$ cat config.mk
export PLATFORM = sky130hd
export DESIGN_NAME = adc_event_word_unpacker
export DESIGN_NICKNAME = d
export VERILOG_FILES = /design/src/hdl/aewu_pkg.sv /design/src/hdl/aewu_parse.sv /design/src/hdl/adc_event_word_unpacker.sv
export SDC_FILE = /design/constraint.sdc
export NUM_CORES = 1
export LEC_CHECK = 0
export ABC_AREA = 1
export CELL_PAD_IN_SITES_DETAIL_PLACEMENT = 0
export CELL_PAD_IN_SITES_GLOBAL_PLACEMENT = 1
export CORE_ASPECT_RATIO = 1.1
export CORE_MARGIN = 8
export CORE_UTILIZATION = 45
export DETAILED_ROUTE_END_ITERATION = 7
export DONT_BUFFER_PORTS = 1
export HOLD_SLACK_MARGIN = 0.03
export PLACE_DENSITY_LB_ADDON = 0.05
export SYNTH_ARGS = -nofsm -noshare
export SYNTH_HDL_FRONTEND = slang
export SYNTH_HIERARCHICAL = 1
export SYNTH_SLANG_ARGS = --single-unit
$ cat constraint.sdc
create_clock -name clk -period 6.4 [get_ports clk]
set_clock_uncertainty 0.1 [all_clocks]
set_input_delay 1.28 -clock clk [delete_from_list [all_inputs] [get_ports clk]]
set_output_delay 1.28 -clock clk [all_outputs]
set_load 0.01 [all_outputs]
$ cat src/hdl/aewu_pkg.sv
// Shared types and constants for the ADC event word unpacker.
package aewu_pkg;

    localparam int unsigned WORD_W     = 16;
    localparam int unsigned STAMP_W    = 48;
    localparam int unsigned SLOT_W     = 5;
    localparam int unsigned CRATE_W    = 7;
    localparam int unsigned CHAN_W     = 5;
    localparam int unsigned AMP_W      = 12;
    localparam int unsigned COUNT_W    = 6;
    localparam int unsigned STATUS_W   = 2;
    localparam int unsigned TOTAL_W    = 32;
    localparam int unsigned M_TDATA_W  = 120;

    // word bit positions
    localparam int unsigned TRAILER_BIT = 10;
    localparam int unsigned UNDER_BIT   = 13;
    localparam int unsigned OVER_BIT    = 12;

    // result bit positions in m_tdata
    localparam int unsigned OFS_STAMP  = 0;
    localparam int unsigned OFS_SLOT   = 48;
    localparam int unsigned OFS_CRATE  = 53;
    localparam int unsigned OFS_CHAN   = 60;
    localparam int unsigned OFS_AMP    = 65;
    localparam int unsigned OFS_UNDER  = 77;
    localparam int unsigned OFS_OVER   = 78;
    localparam int unsigned OFS_HITS   = 79;
    localparam int unsigned OFS_STATUS = 85;
    localparam int unsigned OFS_TOTAL  = 87;

    localparam logic [STATUS_W-1:0] ST_OK      = 2'd0;
    localparam logic [STATUS_W-1:0] ST_TRAILER = 2'd1;
    localparam logic [STATUS_W-1:0] ST_NO_EOB  = 2'd2;
    localparam logic [STATUS_W-1:0] ST_BAD     = 2'd3;

    localparam logic KIND_HIT     = 1'b0;
    localparam logic KIND_SUMMARY = 1'b1;

    typedef enum logic [3:0] {
        PH_SIZE  = 4'd0,
        PH_CLK1  = 4'd1,
        PH_CLK2  = 4'd2,
        PH_CLK3  = 4'd3,
        PH_CLK4  = 4'd4,
        PH_CLK5  = 4'd5,
        PH_CLK6  = 4'd6,
        PH_HDR_A = 4'd7,
        PH_HDR_B = 4'd8,
        PH_DAT_A = 4'd9,
        PH_DAT_B = 4'd10,
        PH_EOB_A = 4'd11,
        PH_EOB_B = 4'd12
    } aewu_phase_t;

    typedef struct packed {
        logic                kind;
        logic [STAMP_W-1:0]  timestamp;
        logic [SLOT_W-1:0]   slot;
        logic [CRATE_W-1:0]  crate_id;
        logic [CHAN_W-1:0]   chan;
        logic [AMP_W-1:0]    amplitude;
        logic                under_flag;
        logic                over_flag;
        logic [COUNT_W-1:0]  hits_in_event;
        logic [STATUS_W-1:0] status;
        logic [TOTAL_W-1:0]  hit_total;
        logic                last;
    } aewu_result_t;

endpackage

$ cat src/hdl/aewu_parse.sv
// Word parser: event phase sequencer, event fields and hit counters.
module aewu_parse
    import aewu_pkg::*;
(
    input  logic                 clk,
    input  logic                 rst_n,
    input  logic                 take,
    input  logic [WORD_W-1:0]    word,
    output logic                 res_valid,
    output aewu_result_t         res
);

    aewu_phase_t         phase_reg, phase_next;
    logic [WORD_W-1:0]   held_word_reg, held_word_next;
    logic [STAMP_W-1:0]  stamp_reg, stamp_next;
    logic [SLOT_W-1:0]   slot_reg, slot_next;
    logic [CRATE_W-1:0]  crate_reg, crate_next;
    logic [COUNT_W-1:0]  expected_reg, expected_next;
    logic [COUNT_W-1:0]  seen_reg, seen_next;
    logic [COUNT_W-1:0]  hit_count_reg, hit_count_next;
    logic [TOTAL_W-1:0]  total_reg, total_next;
    logic [COUNT_W-1:0]  seen_inc;
    logic                trailer;

    assign seen_inc = seen_reg + COUNT_W'(1);
    assign trailer  = word[TRAILER_BIT];

    always_ff @(posedge clk or negedge rst_n)
    begin
        if (!rst_n)
        begin
            phase_reg     <= PH_SIZE;
            held_word_reg <= '0;
            stamp_reg     <= '0;
            slot_reg      <= '0;
            crate_reg     <= '0;
            expected_reg  <= '0;
            seen_reg      <= '0;
            hit_count_reg <= '0;
            total_reg     <= '0;
        end
        else if (take)
        begin
            phase_reg     <= phase_next;
            held_word_reg <= held_word_next;
            stamp_reg     <= stamp_next;
            slot_reg      <= slot_next;
            crate_reg     <= crate_next;
            expected_reg  <= expected_next;
            seen_reg      <= seen_next;
            hit_count_reg <= hit_count_next;
            total_reg     <= total_next;
        end
    end

    always_comb
    begin
        phase_next = PH_SIZE;
        unique case (phase_reg)
            PH_SIZE:  phase_next = PH_CLK1;
            PH_CLK1:  phase_next = PH_CLK2;
            PH_CLK2:  phase_next = PH_CLK3;
            PH_CLK3:  phase_next = PH_CLK4;
            PH_CLK4:  phase_next = PH_CLK5;
            PH_CLK5:  phase_next = PH_CLK6;
            PH_CLK6:  phase_next = PH_HDR_A;
            PH_HDR_A: phase_next = PH_HDR_B;
            PH_HDR_B: phase_next = (held_word_reg[13:8] != '0) ? PH_DAT_A : PH_EOB_A;
            PH_DAT_A: phase_next = PH_DAT_B;
            PH_DAT_B:
            begin
                if (trailer)
                    phase_next = PH_SIZE;
                else
                    phase_next = (seen_inc == expected_reg) ? PH_EOB_A : PH_DAT_A;
            end
            PH_EOB_A: phase_next = PH_EOB_B;
            PH_EOB_B: phase_next = PH_SIZE;
            default:  phase_next = PH_CLK1;
        endcase
    end

    always_comb
    begin
        held_word_next = held_word_reg;
        stamp_next     = stamp_reg;
        slot_next      = slot_reg;
        crate_next     = crate_reg;
        expected_next  = expected_reg;
        seen_next      = seen_reg;
        hit_count_next = hit_count_reg;
        total_next     = total_reg;
        res_valid      = 1'b0;
        res.kind       = KIND_SUMMARY;
        res.chan       = '0;
        res.amplitude  = '0;
        res.under_flag = 1'b0;
        res.over_flag  = 1'b0;
        res.status     = ST_OK;
        res.last       = 1'b1;
        unique case (phase_reg)
            PH_CLK3: stamp_next = {32'd0, word};
            PH_CLK4: stamp_next = {16'd0, word, stamp_reg[15:0]};
            PH_CLK6: stamp_next = {word, stamp_reg[31:0]};
            PH_HDR_A, PH_DAT_A, PH_EOB_A: held_word_next = word;
            PH_HDR_B:
            begin
                slot_next      = word[15:11];
                crate_next     = word[9:3];
                expected_next  = held_word_reg[13:8];
                seen_next      = '0;
                hit_count_next = '0;
            end
            PH_DAT_B:
            begin
                res_valid = 1'b1;
                if (trailer)
                begin
                    res.status = ST_TRAILER;
                end
                else
                begin
                    hit_count_next = hit_count_reg + COUNT_W'(1);
                    total_next     = total_reg + TOTAL_W'(1);
                    seen_next      = seen_inc;
                    res.kind       = KIND_HIT;
                    res.chan       = word[CHAN_W-1:0];
                    res.amplitude  = held_word_reg[AMP_W-1:0];
                    res.under_flag = held_word_reg[UNDER_BIT];
                    res.over_flag  = held_word_reg[OVER_BIT];
                    res.last       = 1'b0;
                end
            end
            PH_EOB_B:
            begin
                res_valid  = 1'b1;
                res.status = trailer ? ST_OK : ST_NO_EOB;
            end
            default:
            begin
                held_word_next = held_word_reg;
            end
        endcase
        res.timestamp     = stamp_next;
        res.slot          = slot_next;
        res.crate_id      = crate_next;
        res.hits_in_event = hit_count_next;
        res.hit_total     = total_next;
    end

endmodule

$ cat src/hdl/adc_event_word_unpacker.sv
// Top level of the ADC event word unpacker: parser and result register.
//
//   channel | dir | payload
//   s_*     | in  | tdata[15:0] word
//   m_*     | out | tdata hit or summary fields, tuser kind, tlast closes the event
//
// One word per cycle while s_tready is high; each request is parsed in the cycle it is accepted and
// its result, if any, sits in the output register on the next cycle.
// s_tready is high while the output register is empty or being drained.
// Reset returns the parser to the size-word phase and clears all counters.
// A stall on m_tready holds the result and stops input only while it persists.
module adc_event_word_unpacker
    import aewu_pkg::*;
(
    input  logic                  clk,
    input  logic                  rst_n,
    input  logic                  s_tvalid,
    output logic                  s_tready,
    input  logic [WORD_W-1:0]     s_tdata,  // word[15:0]
    output logic                  m_tvalid,
    input  logic                  m_tready,
    output logic [M_TDATA_W-1:0]  m_tdata,  // timestamp[47:0] slot[52:48] crate_id[59:53]
                                            // chan[64:60] amplitude[76:65] under_flag[77]
                                            // over_flag[78] hits_in_event[84:79]
                                            // status[86:85] hit_total[118:87] zero[119]
    output logic [0:0]            m_tuser,  // kind[0]
    output logic                  m_tlast
);

    logic         take;
    logic         res_valid;
    aewu_result_t res;
    logic         out_valid_reg;
    aewu_result_t out_reg;

    assign s_tready = !out_valid_reg || m_tready;
    assign take     = s_tvalid && s_tready;

    aewu_parse u_parse (
        .clk       (clk),
        .rst_n     (rst_n),
        .take      (take),
        .word      (s_tdata),
        .res_valid (res_valid),
        .res       (res)
    );

    always_ff @(posedge clk or negedge rst_n)
    begin
        if (!rst_n)
            out_valid_reg <= 1'b0;
        else if (take && res_valid)
            out_valid_reg <= 1'b1;
        else if (m_tready)
            out_valid_reg <= 1'b0;
    end

    always_ff @(posedge clk)
    begin
        if (take && res_valid)
            out_reg <= res;
    end

    assign m_tvalid   = out_valid_reg;
    assign m_tuser[0] = out_reg.kind;
    assign m_tlast    = out_reg.last;
    assign m_tdata    = {1'b0, out_reg.hit_total, out_reg.status, out_reg.hits_in_event,
                         out_reg.over_flag, out_reg.under_flag, out_reg.amplitude,
                         out_reg.chan, out_reg.crate_id, out_reg.slot, out_reg.timestamp};

endmodule

== Word level (Yosys, flattened, before mapping) ==
Cells that the tools add are included.
Widths: inputs -> output; s select.

* Bits in read-only memories: 0
* Word-level logic and storage cells: 72
* Memories: 0
* Output and inout port bits: 124
* Input bits: 20
* Register bits after elaboration: 249
* Bits in latches: 0
* Bits in writable memories: 0

* Multiplexer cells: 20
* Multipliers: 0
* $add $sub $neg: 3
* Shift operators: 0
* Eq/ne operators: 14
* Order comparisons: 0
* Bitwise logic cells: 1
* Reduce and logical (&&, ||, !) cells: 13
* Divide/modulo/power cells: 0

{| class="wikitable"
|+ Operator list
! operator !! number
|-
| $pmux 48 s3 || 1
|-
| $mux 32 || 2
|-
| $pmux 4 s12 || 1
|-
| $add 32x1->32 const B || 1
|-
| $pmux 6 s2 || 2
|-
| $eq 4x4->1 const B || 5
|-
| $eq 4x3->1 const B || 4
|-
| $add 6x1->6 const B || 2
|-
| $mux 6 || 2
|-
| $eq 4x2->1 const B || 2
|-
| $mux 7 || 1
|-
| $eq 6x6->1 || 1
|-
| $mux 2 || 3
|-
| $reduce_bool 6->1 || 1
|-
| $mux 1 || 5
|-
| $mux 5 || 1
|-
| $eq 4x1->1 const B || 1
|-
| $mux 4 || 1
|-
| $pmux 2 s2 || 1
|-
| $reduce_and 2->1 || 2
|-
| $reduce_bool 2->1 || 2
|-
| $reduce_or 2->1 || 2
|-
| $reduce_and 3->1 || 1
|-
| $reduce_or 3->1 || 1
|-
| 5 further kinds || 6
|}

== Logic depth before layout (Yosys ltp) ==
* Depth in word-level cells: 5
* Gate-level depth with buffers: 13
* Mapped depth without buffers: 13

== Hierarchy ==
The synthesis kept the hierarchy.

{| class="wikitable"
|+ By module, submodules not included
! module !! instances !! area an instance (um^2) !! cells an instance
|-
| aewu_parse || 1 || 7093.1 || 980
|-
| adc_event_word_unpacker || 1 || 3708.6 || 132
|}

== Worst setup path after synthesis ==
OpenSTA, ideal clock, no wires.

* Path type: input -> register
* From: input m_tready
* To: register out_reg, in the netlist m_tdata[0] (enable)
* Required time: 5.795 ns
* Path buffers: 0
* Arrival time: 4.540 ns
* Stages: 4
* Setup time: 0.505 ns
* Slack: 1.255 ns
* Path through: inv_1 > nand2_2 > nand2_2 > nor2_2

* Cells in the longest elaborated chain, start to end: 3

{| class="wikitable"
|+ RTL lines
! item !! line !! RTL
|-
| from (decl) || adc_event_word_unpacker.sv:21 || <nowiki>input logic m_tready,</nowiki>
|-
| $logic_or 1x1->1 || adc_event_word_unpacker.sv:36 || <nowiki>assign s_tready = !out_valid_reg || m_tready;</nowiki>
|-
| via s_tready || adc_event_word_unpacker.sv:18 || <nowiki>output logic s_tready,</nowiki>
|-
| $logic_and 1x1->1 || adc_event_word_unpacker.sv:37 || <nowiki>assign take = s_tvalid && s_tready;</nowiki>
|-
| $logic_and 1x1->1 || adc_event_word_unpacker.sv:60 || <nowiki>if (take && res_valid)</nowiki>
|-
| to (signal assigned) || adc_event_word_unpacker.sv:61 || <nowiki>out_reg <= res;</nowiki>
|-
| to (decl) || adc_event_word_unpacker.sv:34 || <nowiki>aewu_result_t out_reg;</nowiki>
|}

The timed path passes the listed nets, and every way through them passes these cells.
A chain may end at the register's enable or synchronous reset.

== Worst setup path after layout ==
* From: input m_tready
* To: register u_parse.slot_reg[3]

* Cells in the longest elaborated chain, start to end: 2

{| class="wikitable"
|+ RTL lines
! item !! line !! RTL
|-
| $logic_or 1x1->1 || adc_event_word_unpacker.sv:36 ||
|-
| via s_tready || adc_event_word_unpacker.sv:18 ||
|-
| $logic_and 1x1->1 || adc_event_word_unpacker.sv:37 ||
|-
| via take || adc_event_word_unpacker.sv:30 || <nowiki>logic take;</nowiki>
|-
| to (signal assigned) || aewu_parse.sv:47 || <nowiki>slot_reg <= slot_next;</nowiki>
|-
| to (decl) || aewu_parse.sv:16 || <nowiki>logic [SLOT_W-1:0] slot_reg, slot_next;</nowiki>
|}

The timed path passes the listed nets, and every way through them passes these cells.

==> results.sh <==
export IMPL_status="finished clean"
export IMPL_via_per_inst=5.16
export IMPL_syn_area_per_cell_um2=9.71
export IMPL_worst_path_max_fanout=86
export IMPL_yosys_area_top_type="edfxtp_1"
export IMPL_arrival_ns=3.54
export IMPL_h_tree_depth=1
export IMPL_min_path_type="in2async"
export IMPL_grt_max_degree=130
export IMPL_dieArea_um2=29200
export IMPL_cts_root_buf="clkbuf_16"
export IMPL_row_count=59
export IMPL_drc=0
export IMPL_period_share_pct=50.2
export IMPL_synthCells=1112
export IMPL_min_period_ns=3.21
export IMPL_start_util_pct=45.7
export IMPL_worstMarginPinSlew_ns=1.06
export IMPL_num_antenna_cells=0
export IMPL_synthXorXnorAreaFrac_pct=1.20
export IMPL_power_leakage_nw=5.13
export IMPL_finish_utilization_pct=51.0
export IMPL_drt_total_wl_mm=26.5
export IMPL_netlist_top_cells_area="edfxtp_1, dfrtp_1, nand2_1"
export IMPL_place_congestion=0.752
export IMPL_area_delta_synth_final_pct=11.6
export IMPL_dp_hpwl_mm=17.2
export IMPL_timing_fmax_mhz=311
export IMPL_stdcell_count=1430
export IMPL_ios=144
export IMPL_clkSinkCount=250
export IMPL_slew_viol_final=0
export IMPL_cts_hold_buf=0
export IMPL_synth_area_um2=10800
export IMPL_dr_pass1_iters=5
export IMPL_synth_fa_ha_area_share_pct=0.348
export IMPL_powerDensity_nw_per_um2=412
export IMPL_final_nets=1127
export IMPL_drive_gt1_share_pct=7.73
export IMPL_fp_dieW_um=164
export IMPL_cp_data_required_time_ns=6.73
export IMPL_grt_pass1_vias=7128
export IMPL_cts_setup_buffers=0
export IMPL_cts_buffer_depth=3
export IMPL_drtIter0Drc=481
export IMPL_grtUsageTotal_pct=18.0
export IMPL_synthMuxAreaShare_pct=0
export IMPL_slew_headroom_pct=29.3
export IMPL_ant_nets=0
export IMPL_synth_top_area_share_pct=33.6
export IMPL_largest_register_ffs=119
export IMPL_synth_edf_count=121
export IMPL_drv_cap=0
export IMPL_grt_ovfl_total=0
export IMPL_ys_ff_latch=250
export IMPL_setup_tns_ns=0
export IMPL_cts_repair_resized=0
export IMPL_yosys_most_used_dff="dfrtp_1"
export IMPL_critPathLaunchType="input pin"
export IMPL_place_inst=1380
export IMPL_setup_viol=0
export IMPL_clk_latency_ns=0.54
export IMPL_crit_type="in2reg"
export IMPL_syn_nets=1135
export IMPL_rsz0062_at_grt="false"
export IMPL_die_h_um=178
export IMPL_yosys_area_share_simple_pct=20.1
export IMPL_ys_warn_count=6
export IMPL_wl_per_cell_um=18.5
export IMPL_antenna_found_initial=0
export IMPL_seq_area_frac_synth_pct=63.5
export IMPL_synth_distinct_cells=40
export IMPL_grt_pass1_wl_mm=41.3
export IMPL_synth_async_reset_ratio_pct=51.6
export IMPL_synth_top_family_by_area="simple AND/OR/NAND/NOR gates"
export IMPL_vias=7379
export IMPL_endpoint_kind="flip-flop"
export IMPL_hold_viol_final=0
export IMPL_synth_compound_gate_area_share_pct=8.50
export IMPL_cts_tree="built"
export IMPL_port_buffer_count=0
export IMPL_vdd_drop_max_uv=237
export IMPL_coreArea_um2=23600
export IMPL_cts_buffers_inserted=27
export IMPL_clkTransAtPathRegs_ns=0.06
[critical path, cell delays in order]
cell	delay (ns)
inv_1	0.03
nand2_2	0.10
nand2_2	0.09
clkinv_2	0.05
buf_4	0.65
nand2_1	0.85
o21ai_0	0.45
[metrics by stage]
stage | setup slack [ns] | hold WS (ns) | instance area [um2] | total power [mW]
floorplan | 1.25 | 0.349 | 10800 | 3.01
CTS | 3.15 | 0.303 | 12100 | 5.02
global route | 2.95 | 0.302 | 12100 | 5.27
finish | 3.19 | 0.330 | 12100 | 4.97
detailed placement | 2.63 | 0.365 | 11100 | 3.26
global placement | 2.72 | 0.364 | 11100 | 3.24
[kinds of logic after synthesis]
logic type | count (synthesis)
DFF | 250
other | 1
adders and majority gates | 3
and+or+nand+nor | 498
buffers and inverters | 173
AOI/OAI and AO/OA | 173
xor gates and xnor gates | 14
[report_power, final]
group / switching (mW) / internal, mW / total, mW
clock: 0.646 / 1.09 / 1.73
sequential: 0.212 / 2.08 / 2.29
combinational: 0.636 / 0.304 / 0.940
total: 1.49 / 3.47 / 4.97
[Yosys cell counts, types with 6 or more instances]
cell,n
and2_1,8
buf_1,6
buf_2,7
clkbuf_1,24
dfrtp_1,129
edfxtp_1,121
inv_1,126
nand2_1,330
nand2_2,11
nand3_1,41
nand4_1,17
nor2_1,60
nor3_1,8
o21ai_0,126
o22ai_1,37
xor2_1,12
[layer usage]
metal,share of wire (%),wire (um),vias up,GRT usage [%]
li1,-,-,3627,-
met1,47,12500,3541,25.2
met2,46,12100,182,28.6
met3,5.9,1550,29,3.83
met4,1.3,338,0,3.56
met5,0,0,-,0
[path summary, 6_finish.rpt]
path | startpoint | endpoint | slack, ns | cells past startpoint
max | m_tready | u_parse/slot_reg[3] | 3.19 | 7
min | rst_n | u_parse/stamp_reg[21] | 0.33 | 0
max reg2reg | u_parse/phase_reg[0] | m_tdata[113] | 3.44 | 6
min reg2reg | u_parse/stamp_reg[0] | u_parse/stamp_reg[0] | 0.38 | 2
max in group asynchronous | rst_n | u_parse/total_reg[1] | 5.65 | 0
min in group clk | u_parse/stamp_reg[0] | u_parse/stamp_reg[0] | 0.38 | 2
[cells in the final DEF, fill, tap and decap left out, types with 2 or more instances in the layout]
cell / count
clkbuf_8: 6
edfxtp_1: 121
nor2_4: 5
xor2_1: 12
nand3_1: 41
nand2_4: 2
dfrtp_1: 129
clkbuf_16: 27
clkbuf_1: 3
inv_2: 4
nor2_2: 3
clkinv_1: 3
and2_1: 8
o22ai_1: 37
nand3b_1: 3
nor3_1: 8
inv_1: 125
ha_1: 3
or2_2: 2
a21oi_1: 3
o21ai_0: 126
o21ai_1: 4
nor3_2: 2
nand2_1: 330
nand2_2: 11
buf_4: 3
clkinv_2: 5
bufinv_16: 6
a31oi_1: 2
nand4_1: 17
nor2_1: 60
nor2_8: 2
[cell type report]
class	count	area, um2
inverter	132	498
clock inverter	14	239
timing repair buffer	4	42.5
multi-input combinational	689	3270
fill	2206	11600
clock buffer	36	769
sequential	250	6860
tap	305	382
(Power assumes the default switching activity.)
